$ cat src/rtl/pcst_pkg.sv
package pcst_pkg;

    localparam int SAMPLE_BITS   = 16;
    localparam int FRAC_BITS     = 11;
    localparam int CH_BITS       = 4;
    localparam int CNT_BITS      = 5;
    localparam int CLIP_BITS     = 15;
    localparam int SUM_BITS      = 40;
    localparam int COUNT_BITS    = 25;
    localparam int WIDE_BITS     = SUM_BITS + 2;
    localparam int CFG_IDX_BITS  = 3;
    localparam int CFG_DATA_BITS = 16;
    localparam int CHANNELS_DEF  = 16;
    localparam int DIV_STEPS     = SUM_BITS;
    // guard limits: count above 2^24, |sum| above 2^24 volts
    localparam int COUNT_LIM_LOG = 24;
    localparam int SUM_LIM_LOG   = 24 + FRAC_BITS;

    localparam logic [CLIP_BITS-1:0]     CLIP_RESET = 15'd20480;
    localparam logic signed [SAMPLE_BITS-1:0] TRIG_LO_RESET = 16'sd0;
    localparam logic signed [SAMPLE_BITS-1:0] TRIG_HI_RESET = 16'sd2048;

    typedef struct packed {
        logic [CH_BITS-1:0]            channel;
        logic signed [SAMPLE_BITS-1:0] sample;
        logic                          frame_start;
        logic                          frame_end;
        logic [CNT_BITS-1:0]           channel_count;
        logic signed [SAMPLE_BITS-1:0] reset_level;
        logic                          reset_present;
    } t_in_word;

    typedef struct packed {
        logic [CH_BITS-1:0]            out_channel;
        logic signed [SAMPLE_BITS-1:0] minimum;
        logic signed [SAMPLE_BITS-1:0] maximum;
        logic signed [SAMPLE_BITS-1:0] nearest_zero;
        logic signed [SAMPLE_BITS-1:0] furthest_zero;
        logic signed [SAMPLE_BITS-1:0] average;
        logic signed [SAMPLE_BITS-1:0] range_or_sum;
    } t_out_word;

    typedef struct packed {
        logic signed [SAMPLE_BITS-1:0] minimum;
        logic signed [SAMPLE_BITS-1:0] maximum;
        logic signed [SAMPLE_BITS-1:0] nearest;
        logic signed [SAMPLE_BITS-1:0] furthest;
        logic signed [SUM_BITS-1:0]    sum;
        logic [COUNT_BITS-1:0]         count;
    } t_slot;

    typedef struct packed {
        logic clear_all;
        logic clear_zero;
        logic write;
    } t_slot_ctl;

    typedef struct packed {
        logic ready;
        logic frame_step;
        logic update;
        logic emit;
    } t_fsm_out;

    typedef enum logic [2:0] {
        ST_IDLE,
        ST_FRAME,
        ST_UPDATE,
        ST_DIV,
        ST_EMIT
    } t_state;

    typedef enum logic [CFG_IDX_BITS-1:0] {
        CFG_POLY_MODE     = 3'd0,
        CFG_RESET_EVERY   = 3'd1,
        CFG_SUM_NOT_RANGE = 3'd2,
        CFG_CLIP_LIMIT    = 3'd3,
        CFG_TRIGGER_LOW   = 3'd4,
        CFG_TRIGGER_HIGH  = 3'd5
    } t_cfg_idx;

    function automatic logic [SAMPLE_BITS:0] iabs(input logic signed [SAMPLE_BITS-1:0] x);
        logic signed [SAMPLE_BITS:0] e;
        e = {x[SAMPLE_BITS-1], x};
        return e[SAMPLE_BITS] ? -e : e;
    endfunction

    function automatic logic signed [SAMPLE_BITS-1:0] clamp(
        input logic signed [WIDE_BITS-1:0] v,
        input logic [CLIP_BITS-1:0]        clip
    );
        logic signed [WIDE_BITS-1:0] hi;
        logic signed [WIDE_BITS-1:0] lo;
        hi = $signed({{(WIDE_BITS-CLIP_BITS){1'b0}}, clip});
        lo = -hi;
        if (v > hi) begin
            return hi[SAMPLE_BITS-1:0];
        end else if (v < lo) begin
            return lo[SAMPLE_BITS-1:0];
        end
        return v[SAMPLE_BITS-1:0];
    endfunction

endpackage

$ cat src/rtl/pcst_div.sv
// Restoring divider, one quotient bit per cycle.
module pcst_div (
    input  logic                             i_clk,
    input  logic                             i_rst_n,
    input  logic                             i_start,
    input  logic [pcst_pkg::SUM_BITS-1:0]    i_dividend,
    input  logic [pcst_pkg::COUNT_BITS-1:0]  i_divisor,
    output logic                             o_busy,
    output logic [pcst_pkg::SUM_BITS-1:0]    o_quotient
);

    localparam int QW     = pcst_pkg::SUM_BITS;
    localparam int DW     = pcst_pkg::COUNT_BITS;
    localparam int STEP_W = $clog2(pcst_pkg::DIV_STEPS + 1);

    logic              r_busy;
    logic [STEP_W-1:0] r_step;
    logic [DW-1:0]     r_rem;
    logic [QW-1:0]     r_quo;
    logic [DW-1:0]     r_div;

    logic [DW:0]   shifted;
    logic [DW+1:0] diff;
    logic          take;

    always_comb begin
        shifted = {r_rem, r_quo[QW-1]};
        diff    = {1'b0, shifted} - {2'b00, r_div};
        take    = !diff[DW+1];
    end

    always_ff @(posedge i_clk) begin
        if (!i_rst_n) begin
            r_busy <= 1'b0;
            r_step <= '0;
        end else if (i_start) begin
            r_busy <= 1'b1;
            r_step <= '0;
        end else if (r_busy) begin
            r_step <= r_step + STEP_W'(1);
            if (r_step == STEP_W'(pcst_pkg::DIV_STEPS - 1)) begin
                r_busy <= 1'b0;
            end
        end
    end

    always_ff @(posedge i_clk) begin
        if (i_start) begin
            r_rem <= '0;
            r_quo <= i_dividend;
            r_div <= i_divisor;
        end else if (r_busy) begin
            r_rem <= take ? diff[DW-1:0] : shifted[DW-1:0];
            r_quo <= {r_quo[QW-2:0], take};
        end
    end

    assign o_busy     = r_busy;
    assign o_quotient = r_quo;

endmodule

$ cat src/rtl/pcst_slots.sv
// Per-channel stats slots; a slot without its valid bit reads as all zero.
module pcst_slots #(
    parameter int CHANNELS = pcst_pkg::CHANNELS_DEF,
    parameter int SLOT_W   = (CHANNELS > 1) ? $clog2(CHANNELS) : 1
) (
    input  logic                  i_clk,
    input  logic                  i_rst_n,
    input  pcst_pkg::t_slot_ctl   i_ctl,
    input  logic [SLOT_W-1:0]     i_addr,
    input  pcst_pkg::t_slot       i_wdata,
    output pcst_pkg::t_slot       o_rdata
);

    logic [CHANNELS-1:0] r_valid;
    pcst_pkg::t_slot     r_data [CHANNELS];

    always_ff @(posedge i_clk) begin
        if (!i_rst_n) begin
            r_valid <= '0;
        end else if (i_ctl.clear_all) begin
            r_valid <= '0;
        end else if (i_ctl.clear_zero) begin
            r_valid[0] <= 1'b0;
        end else if (i_ctl.write) begin
            r_valid[i_addr] <= 1'b1;
        end
    end

    always_ff @(posedge i_clk) begin
        if (i_ctl.write) begin
            r_data[i_addr] <= i_wdata;
        end
    end

    assign o_rdata = r_valid[i_addr] ? r_data[i_addr] : '0;

endmodule

$ cat src/rtl/poly_channel_stats_tracker.sv
// Running min / max / nearest-to-zero / furthest-from-zero / mean tracker over
// frames of up to CHANNELS signed Q5.11 samples, one sample per input word.
// Poly mode keeps one slot per channel and returns a result word for every
// in-range sample; mono mode pools the frame into slot 0 and returns one word
// at frame end. Stats reset every frame or on a Schmitt-triggered rising
// reset level read at frame start; a change of poly mode or channel count
// clears every slot. Timing: a word that yields no result passes the frame and
// update states before the next can be taken (only the frame state for an
// empty frame or a poly channel beyond CHANNELS); a word that yields a result
// also waits in the divide state for the bit-serial divider of the average (one
// quotient bit per cycle over the 40-bit sum), then in the emit state until the
// output is free. The input stalls while a word is in flight; a finished
// result sits in the output register and does not block the next input, but
// a second result holds in the emit state until the first is taken.
// Slots are cleared through per-slot valid bits, so no clearing pass is run.
// Config writes are taken at any cycle and must only be issued while idle.
module poly_channel_stats_tracker #(
    parameter int CHANNELS = pcst_pkg::CHANNELS_DEF
) (
    input  logic                                 i_clk,
    input  logic                                 i_rst_n,
    // input words
    input  logic                                 i_in_valid,
    input  pcst_pkg::t_in_word                   i_in_word,
    output logic                                 o_in_stall,
    // result words
    output logic                                 o_out_valid,
    output pcst_pkg::t_out_word                  o_out_word,
    input  logic                                 i_out_stall,
    // config write port
    input  logic                                 i_cfg_we,
    input  logic [pcst_pkg::CFG_IDX_BITS-1:0]    i_cfg_index,
    input  logic [pcst_pkg::CFG_DATA_BITS-1:0]   i_cfg_data
);

    localparam int SB     = pcst_pkg::SAMPLE_BITS;
    localparam int SUMB   = pcst_pkg::SUM_BITS;
    localparam int CNTB   = pcst_pkg::COUNT_BITS;
    localparam int WB     = pcst_pkg::WIDE_BITS;
    localparam int CHW    = pcst_pkg::CH_BITS + 1;
    localparam int SLOT_W = (CHANNELS > 1) ? $clog2(CHANNELS) : 1;

    localparam logic [CHW-1:0]  CH_LIMIT  = CHW'(CHANNELS);
    localparam logic [CNTB-1:0] COUNT_LIM = CNTB'(1) << pcst_pkg::COUNT_LIM_LOG;
    localparam logic [SUMB-1:0] SUM_LIM   = SUMB'(1) << pcst_pkg::SUM_LIM_LOG;

    // ---------------------------------------------------------------
    // Config registers
    // ---------------------------------------------------------------
    logic                                   r_poly;
    logic                                   r_every;
    logic                                   r_snr;
    logic [pcst_pkg::CLIP_BITS-1:0]         r_clip;
    logic signed [SB-1:0]                   r_trig_lo;
    logic signed [SB-1:0]                   r_trig_hi;

    always_ff @(posedge i_clk) begin
        if (!i_rst_n) begin
            r_poly    <= 1'b0;
            r_every   <= 1'b1;
            r_snr     <= 1'b0;
            r_clip    <= pcst_pkg::CLIP_RESET;
            r_trig_lo <= pcst_pkg::TRIG_LO_RESET;
            r_trig_hi <= pcst_pkg::TRIG_HI_RESET;
        end else if (i_cfg_we) begin
            case (pcst_pkg::t_cfg_idx'(i_cfg_index))
                pcst_pkg::CFG_POLY_MODE:     r_poly    <= i_cfg_data[0];
                pcst_pkg::CFG_RESET_EVERY:   r_every   <= i_cfg_data[0];
                pcst_pkg::CFG_SUM_NOT_RANGE: r_snr     <= i_cfg_data[0];
                pcst_pkg::CFG_CLIP_LIMIT:    r_clip    <= i_cfg_data[pcst_pkg::CLIP_BITS-1:0];
                pcst_pkg::CFG_TRIGGER_LOW:   r_trig_lo <= $signed(i_cfg_data[SB-1:0]);
                pcst_pkg::CFG_TRIGGER_HIGH:  r_trig_hi <= $signed(i_cfg_data[SB-1:0]);
                default: ;
            endcase
        end
    end

    // ---------------------------------------------------------------
    // Sequencer
    // ---------------------------------------------------------------
    pcst_pkg::t_state   r_state;
    pcst_pkg::t_state   n_state;
    pcst_pkg::t_fsm_out fsm;

    pcst_pkg::t_in_word r_in;
    logic               r_fresh;
    logic               n_fresh;
    logic               r_trig;
    logic               n_trig;
    logic [pcst_pkg::CNT_BITS-1:0] r_prev_cnt;
    logic               r_prev_poly;
    logic               r_avg_neg;
    logic               r_out_valid;
    pcst_pkg::t_out_word r_out_word;

    logic               div_busy;
    logic [SUMB-1:0]    div_quo;
    logic               div_start;

    logic               cnt_zero;
    logic               proc;
    logic               changed;
    logic               trig_fire;
    logic               rst_ev;
    logic               emit_req;
    logic               out_free;
    logic               emit_fire;
    logic [SLOT_W-1:0]  slot_addr;

    pcst_pkg::t_slot_ctl slot_ctl;
    pcst_pkg::t_slot     slot_rd;
    pcst_pkg::t_slot     slot_wr;
    pcst_pkg::t_slot     upd_rec;
    pcst_pkg::t_slot     guard_rec;
    pcst_pkg::t_out_word res;

    assign cnt_zero  = (r_in.channel_count == '0);
    assign proc      = !r_poly || ({1'b0, r_in.channel} < CH_LIMIT);
    assign slot_addr = r_poly ? r_in.channel[SLOT_W-1:0] : '0;
    assign changed   = r_in.frame_start &&
                       ((r_poly != r_prev_poly) || (r_in.channel_count != r_prev_cnt));
    // mono mode reports only at frame end
    assign emit_req  = r_poly || r_in.frame_end;
    assign out_free  = !r_out_valid || !i_out_stall;
    assign emit_fire = fsm.emit && out_free;
    assign div_start = fsm.update && emit_req;

    // next state
    always_comb begin
        n_state = r_state;
        case (r_state)
            pcst_pkg::ST_IDLE: begin
                if (i_in_valid && i_rst_n) begin
                    n_state = pcst_pkg::ST_FRAME;
                end
            end
            pcst_pkg::ST_FRAME: begin
                n_state = (cnt_zero || !proc) ? pcst_pkg::ST_IDLE : pcst_pkg::ST_UPDATE;
            end
            pcst_pkg::ST_UPDATE: begin
                n_state = emit_req ? pcst_pkg::ST_DIV : pcst_pkg::ST_IDLE;
            end
            pcst_pkg::ST_DIV: begin
                if (!div_busy) begin
                    n_state = pcst_pkg::ST_EMIT;
                end
            end
            pcst_pkg::ST_EMIT: begin
                if (out_free) begin
                    n_state = pcst_pkg::ST_IDLE;
                end
            end
            default: n_state = pcst_pkg::ST_IDLE;
        endcase
    end

    // state outputs
    always_comb begin
        fsm = '0;
        case (r_state)
            pcst_pkg::ST_IDLE:   fsm.ready      = 1'b1;
            pcst_pkg::ST_FRAME:  fsm.frame_step = 1'b1;
            pcst_pkg::ST_UPDATE: fsm.update     = 1'b1;
            pcst_pkg::ST_EMIT:   fsm.emit       = 1'b1;
            default: ;
        endcase
    end

    always_ff @(posedge i_clk) begin
        if (!i_rst_n) begin
            r_state <= pcst_pkg::ST_IDLE;
        end else begin
            r_state <= n_state;
        end
    end

    assign o_in_stall = !fsm.ready || !i_rst_n;

    always_ff @(posedge i_clk) begin
        if (fsm.ready && i_in_valid) begin
            r_in <= i_in_word;
        end
    end

    // ---------------------------------------------------------------
    // Frame start: change check, Schmitt trigger, reset events
    // ---------------------------------------------------------------
    always_comb begin
        n_trig    = r_trig;
        trig_fire = 1'b0;
        if (r_in.frame_start && !cnt_zero && !r_every && r_in.reset_present) begin
            if (r_trig) begin
                if (r_in.reset_level <= r_trig_lo) begin
                    n_trig = 1'b0;
                end
            end else if (r_in.reset_level >= r_trig_hi) begin
                n_trig    = 1'b1;
                trig_fire = 1'b1;
            end
        end
    end

    assign rst_ev = r_in.frame_start && !cnt_zero && (r_every || trig_fire);

    always_comb begin
        n_fresh = r_fresh;
        if (fsm.frame_step) begin
            if (changed || rst_ev) begin
                n_fresh = 1'b1;
            end
            // out-of-range poly channel: frame end still lands here
            if (r_in.frame_end && !cnt_zero && !proc) begin
                n_fresh = 1'b0;
            end
        end else if (fsm.update && r_in.frame_end) begin
            n_fresh = 1'b0;
        end
    end

    always_ff @(posedge i_clk) begin
        if (!i_rst_n) begin
            r_fresh     <= 1'b1;
            r_trig      <= 1'b0;
            r_prev_cnt  <= '0;
            r_prev_poly <= 1'b0;
        end else begin
            r_fresh <= n_fresh;
            if (fsm.frame_step) begin
                r_trig <= n_trig;
                if (changed) begin
                    r_prev_cnt  <= r_in.channel_count;
                    r_prev_poly <= r_poly;
                end
            end
        end
    end

    // ---------------------------------------------------------------
    // Slot update and overflow guard
    // ---------------------------------------------------------------
    always_comb begin
        logic signed [SB-1:0] x;
        logic [SB:0]          ax;
        x       = r_in.sample;
        ax      = pcst_pkg::iabs(x);
        upd_rec = slot_rd;
        if (r_fresh && (r_in.channel == '0 || r_poly)) begin
            upd_rec.minimum  = x;
            upd_rec.maximum  = x;
            upd_rec.nearest  = x;
            upd_rec.furthest = x;
            upd_rec.sum      = SUMB'(x);
            upd_rec.count    = CNTB'(1);
        end else begin
            if (x < slot_rd.minimum) upd_rec.minimum = x;
            if (x > slot_rd.maximum) upd_rec.maximum = x;
            if (ax < pcst_pkg::iabs(slot_rd.nearest))  upd_rec.nearest  = x;
            if (ax > pcst_pkg::iabs(slot_rd.furthest)) upd_rec.furthest = x;
            upd_rec.sum   = slot_rd.sum + SUMB'(x);
            upd_rec.count = slot_rd.count + CNTB'(1);
        end
    end

    always_comb begin
        logic [SUMB-1:0] mag;
        mag       = slot_rd.sum[SUMB-1] ? SUMB'(-slot_rd.sum) : SUMB'(slot_rd.sum);
        guard_rec = slot_rd;
        if ((slot_rd.count > COUNT_LIM) || (mag > SUM_LIM)) begin
            guard_rec.sum   = slot_rd.sum >>> 1;
            guard_rec.count = slot_rd.count >> 1;
        end
    end

    always_comb begin
        slot_ctl.clear_all  = fsm.frame_step && (changed || (rst_ev && r_poly));
        slot_ctl.clear_zero = fsm.frame_step && rst_ev && !r_poly;
        slot_ctl.write      = fsm.update || emit_fire;
        slot_wr             = fsm.update ? upd_rec : guard_rec;
    end

    pcst_slots #(
        .CHANNELS (CHANNELS),
        .SLOT_W   (SLOT_W)
    ) u_slots (
        .i_clk   (i_clk),
        .i_rst_n (i_rst_n),
        .i_ctl   (slot_ctl),
        .i_addr  (slot_addr),
        .i_wdata (slot_wr),
        .o_rdata (slot_rd)
    );

    // ---------------------------------------------------------------
    // Average: |sum| / count through the single divider
    // ---------------------------------------------------------------
    pcst_div u_div (
        .i_clk      (i_clk),
        .i_rst_n    (i_rst_n),
        .i_start    (div_start),
        .i_dividend (upd_rec.sum[SUMB-1] ? SUMB'(-upd_rec.sum) : SUMB'(upd_rec.sum)),
        .i_divisor  (upd_rec.count),
        .o_busy     (div_busy),
        .o_quotient (div_quo)
    );

    always_ff @(posedge i_clk) begin
        if (div_start) begin
            r_avg_neg <= upd_rec.sum[SUMB-1];
        end
    end

    // ---------------------------------------------------------------
    // Result word and output register
    // ---------------------------------------------------------------
    always_comb begin
        logic signed [WB-1:0] avg;
        logic signed [WB-1:0] rs;
        if (slot_rd.count == '0) begin
            avg = '0;
        end else if (r_avg_neg) begin
            avg = -$signed({2'b00, div_quo});
        end else begin
            avg = $signed({2'b00, div_quo});
        end
        if (r_snr) begin
            rs = WB'(slot_rd.sum);
        end else begin
            rs = WB'(slot_rd.maximum) - WB'(slot_rd.minimum);
        end
        res.out_channel   = r_poly ? r_in.channel : '0;
        res.minimum       = pcst_pkg::clamp(WB'(slot_rd.minimum), r_clip);
        res.maximum       = pcst_pkg::clamp(WB'(slot_rd.maximum), r_clip);
        res.nearest_zero  = pcst_pkg::clamp(WB'(slot_rd.nearest), r_clip);
        res.furthest_zero = pcst_pkg::clamp(WB'(slot_rd.furthest), r_clip);
        res.average       = pcst_pkg::clamp(avg, r_clip);
        res.range_or_sum  = pcst_pkg::clamp(rs, r_clip);
    end

    always_ff @(posedge i_clk) begin
        if (!i_rst_n) begin
            r_out_valid <= 1'b0;
        end else if (emit_fire) begin
            r_out_valid <= 1'b1;
        end else if (!i_out_stall) begin
            r_out_valid <= 1'b0;
        end
    end

    always_ff @(posedge i_clk) begin
        if (emit_fire) begin
            r_out_word <= res;
        end
    end

    assign o_out_valid = r_out_valid;
    assign o_out_word  = r_out_word;

    // ---------------------------------------------------------------
    // Assertions
    // ---------------------------------------------------------------
    a_div_in_div_state: assert property (@(posedge i_clk) disable iff (!i_rst_n)
        div_busy |-> (r_state == pcst_pkg::ST_DIV))
        else $error("divider busy outside divide state");

    a_update_in_range: assert property (@(posedge i_clk) disable iff (!i_rst_n)
        (r_state == pcst_pkg::ST_UPDATE) |-> (proc && !cnt_zero))
        else $error("slot update for an out-of-range channel or empty frame");

    a_out_channel: assert property (@(posedge i_clk) disable iff (!i_rst_n)
        emit_fire |=> (o_out_valid &&
            (o_out_word.out_channel == ($past(r_poly) ? $past(r_in.channel) : '0))))
        else $error("result word carries the wrong channel");

    a_avg_clamped: assert property (@(posedge i_clk) disable iff (!i_rst_n)
        o_out_valid |-> ((WB'(o_out_word.average) <= $signed(WB'(r_clip))) &&
                         (WB'(o_out_word.average) >= -$signed(WB'(r_clip)))))
        else $error("average outside the clip limit");

endmodule
$ cat config.mk
export PLATFORM = sky130hd
export DESIGN_NAME = poly_channel_stats_tracker
export DESIGN_NICKNAME = d
export VERILOG_FILES = /design/src/rtl/pcst_pkg.sv /design/src/rtl/pcst_div.sv /design/src/rtl/pcst_slots.sv /design/src/rtl/poly_channel_stats_tracker.sv
export SDC_FILE = /design/constraint.sdc
export NUM_CORES = 2
export LEC_CHECK = 0
export BUFFER_PORTS_ARGS = -buffer_cell sky130_fd_sc_hd__buf_2
export CAP_MARGIN = 30
export CORE_MARGIN = 3
export CORE_UTILIZATION = 30
export CTS_CLUSTER_DIAMETER = 50
export DETAILED_ROUTE_END_ITERATION = 8
export MAX_ROUTING_LAYER = met4
export PLACE_DENSITY_LB_ADDON = 0.05
export SLEW_MARGIN = 20
export SYNTH_ARGS = -nofsm -noshare
export SYNTH_HDL_FRONTEND = slang
export SYNTH_SLANG_ARGS = --single-unit
$ cat constraint.sdc
create_clock -name i_clk -period 17.1 [get_ports i_clk]
set_input_delay 1.71 -clock i_clk [delete_from_list [all_inputs] [get_ports i_clk]]
set_output_delay 1.71 -clock i_clk [all_outputs]
set_load 0.01 [all_outputs]
==> results.md <==
* DP HPWL at 293,000 um
* Synth Register Bits at 2,384
* Rel. slew slack at 0.287
* Utilization after layout at 0.358
* Drt pass-1 iters at 8
* Leakage at 47.4 nW
* Synth Instances at 8,576
* Vias per std cell at 5.54
* DRC violations left at 0
* Synth Area in Compound Gates at 0.130
* Worst path required time at 17.72 ns
* Gr ovfl total at 0
* Synth Area per Inst at 13.3 um2
* Fin. max-slew vios at 0
* Switch Pwr at 4.48 mW
* Total Power at 16.4 mW
* Commonest non-fill, non-tap cell in the layout: edfxtp_1
* Area grow syn2layout at 18.3%
* Pint at 11.9 mW
* Worst reg-to-reg setup slack at 7.09 ns
* Antenna-violating nets left at 0
* Via count at 79,084
* Reg-to-Reg Start: r_in[40]
* TritonCTS clock tree: done
* WS Path Type: flip-flop to flip-flop
* Max_cap viols at 0
* Die X at 623 um
* Root Driver: clkbuf_16
* H-tree levels at 5
* Element type at the critical path end: flip-flop
* Post-CTS setup buffer count at 0
* Net Sw Frac at 0.274
* Power Density at 121 mW/mm2
* Hold Crit Class: flip-flop to flip-flop
* Worst-Margin Slew at 1.06 ns
* Hold Crit Start: r_trig_lo[15]
* Hold Fails Final Rpt at 0
* WL per Instance at 32.7 um
* CP Max Fanout at 115
* Commonest non-fill, non-tap cells in the layout: 2,274 x edfxtp_1, 542 x nand2_1, 478 x a21oi_1
* Placed inst area at 0.123 mm2
* M2 GR Usage at 0.360
* Core ar. at 0.377 mm2
* Placer congestion estimate at 0.888
* Post-route cell area at 0.135 mm2
* Clk sinks at 2,384
* IO buf count at 169
* Sequential element share of the synthesized area at 0.617
* Comb pwr share at 0.141
* Fin nets at 9,519
* Warnings, synthesis at 0
* RSZ-0062 raised after global routing: false
* Met1 Use GR at 0.352
* Final Cycle Share at 0.586
* Clock Skew at 0.0726 ns
* Share of layout cells above drive strength 1 at 0.187
* Number of gates resized after cts at 0
* Maximum VDD drop at 0.0854 mV
* Post-synthesis mux area share at 0.0811
* Synthesized cell area at 0.114 mm2
* Fin worst setup slack at 7.09 ns
* Run status: finished, final reports clean
* Row count at 225
* XOR/XNOR Fraction of Synth Area at 0.0159
* Clock latency on the worst-skew pair at 0.95 ns
* TNS Setup at 0 ns
* Largest family of logic cells by synthesized area: compound AO/OA/AOI/OAI gates
* Crit path arrival time at 10.63 ns
* Worst Reg2Reg Path Length in Cells at 36
* Synth Area in Simple Gates at 0.0760
* Fmax at 99.9 MHz
* Initial antenna violation count at 48
* Post-synthesis async set-or-reset flop share at 0
* FF-to-FF End: o_out_word[6]
* Post-Place Worst Slack at 7.19 ns
* EDFF count, synth at 2,274
* Drt total wl at 467,000 um
* Total GRT Usage at 0.240
* Max Root-Sink Buffers at 4
* Iter 0 DRT Violations at 8,105
* Main synth FF type: edfxtp_1
* Fin cells at 14,276
* Most used routing layer: met2
* Met3 usage at 0.0275
* DIE HEIGHT at 623 um
* Vias in the first global route at 77,927
* Largest net degree at the start of global routing at 134
* Crit. Startpoint: r_in[40]
* Sequential power share at 0.403
* Critical path startpoint category: flip-flop
* Hold Slack at 0.461 ns
* Clock power share at 0.456
* Adder-cell share of the synthesized area at 0.0519
* Hold worst-path end: r_trig_lo[15]
* Initial Util at 0.303
* Reg clk slew, reported paths at 0.05 ns
* First-pass GRT wire length at 643,000 um
* Synth cell types at 114
* DP Cell Count at 13,603
* Hold buffers post-CTS at 0
* Cell mode on critical path: buf_4
* Slowest library cell on the worst path: nand2b_4
* TritonCTS buffer count at 357
* Min-Delay Path Depth at 2
* Die area at 0.388 mm2
* Critical Path Max Stage Delay at 0.73 ns
* Post-layout min period at 10.01 ns
* I/O pins at 170
* Final Setup Violations at 0
cell type report:
| type | count | area, um2 |
|---|---|---|
| well taps | 4994 | 6250 |
| multi-input cells | 5475 | 41300 |
| fillers | 36516 | 242000 |
| flip-flops and latches | 2384 | 70500 |
| clock buffers | 396 | 9100 |
| inverters | 191 | 732 |
| diodes | 10 | 25.0 |
| repair buffers | 570 | 4170 |
| clock inverters | 256 | 3060 |
sequential cells by signal (all words and copies together), names as in the netlist, 3 cells and up:
register	flops
o_out_word	100
r_in	44
r_state	3
r_prev_cnt	5
u_slots.r_data	2064
r_trig_lo	16
r_clip	15
u_div.r_div	25
u_div.o_quotient	40
u_div.r_step	6
u_div.r_rem	25
u_slots.r_valid	16
r_trig_hi	16
synthesized netlist by cell type (41+ instances only):
master | n | area (um2)
a211oi_1 | 112 | 841
a21boi_0 | 56 | 420
a21o_1 | 104 | 781
a21oi_1 | 483 | 2420
and2_1 | 45 | 282
buf_1 | 66 | 248
buf_2 | 105 | 526
buf_4 | 41 | 308
clkbuf_1 | 287 | 1080
dfxtp_1 | 110 | 2200
edfxtp_1 | 2274 | 68300
ha_1 | 469 | 5870
inv_1 | 172 | 646
mux2_2 | 239 | 2690
mux2i_1 | 388 | 3880
mux4_2 | 114 | 2570
nand2_1 | 545 | 2050
nand2b_1 | 107 | 669
nand3_1 | 90 | 450
nand4_1 | 79 | 494
nor2_1 | 484 | 1820
nor2b_1 | 79 | 494
nor3_1 | 99 | 495
nor4_1 | 42 | 263
o211ai_1 | 60 | 450
o21a_1 | 95 | 713
o21ai_0 | 435 | 2180
o221a_2 | 52 | 586
o221ai_1 | 106 | 928
o22ai_1 | 376 | 2350
or3_1 | 51 | 319
xnor2_1 | 107 | 937
xor2_1 | 101 | 885
power groups by stage:
stage / Sequential (mW) / Combinational (mW) / Clock, mW
after floorplan: 6.70 / 1.44 / 0
after global routing: 6.60 / 2.51 / 7.88
after detailed placement: 6.71 / 2.28 / 0
after CTS: 6.60 / 2.29 / 7.64
final: 6.60 / 2.31 / 7.46
after global placement: 6.72 / 2.26 / 0
critical path, delay by kind of cell, from the launching register on:
| family | cells | cell delay [ns] |
|---|---|---|
| compound gates | 17 | 3.23 |
| fa+ha+maj | 3 | 0.77 |
| buf+inv | 8 | 3.09 |
| flops | 1 | 0.34 |
| mux | 1 | 0.25 |
| simple gates | 7 | 1.50 |
cell families after synthesis:
family,Yosys count
adder cells (fa/ha/maj),472
AO/OA/AOI/OAI,2251
buffers and inverters,719
other,2
AND/OR/NAND/NOR,1788
flip-flops,2384
XOR/XNOR,208
multiplexers,752
layer usage:
layer / vias to the layer above / routed length [um]
met1: 41520 / 226000
met5: - / 0
li1: 34432 / -
met2: 2600 / 206000
met3: 532 / 25300
met4: 0 / 9570
worst max-delay path by stage:
stage                            end  cells after the start
4_1_cts                o_out_word[2]                     36
6_report               o_out_word[6]                     36
2_1_floorplan  u_slots.r_data[13][0]                      4
3_5_place_dp           o_out_word[2]                     36
3_3_place_gp   u_slots.r_data[5][66]                     31
5_1_grt                o_out_word[6]                     36
(Power assumes the default switching activity.)
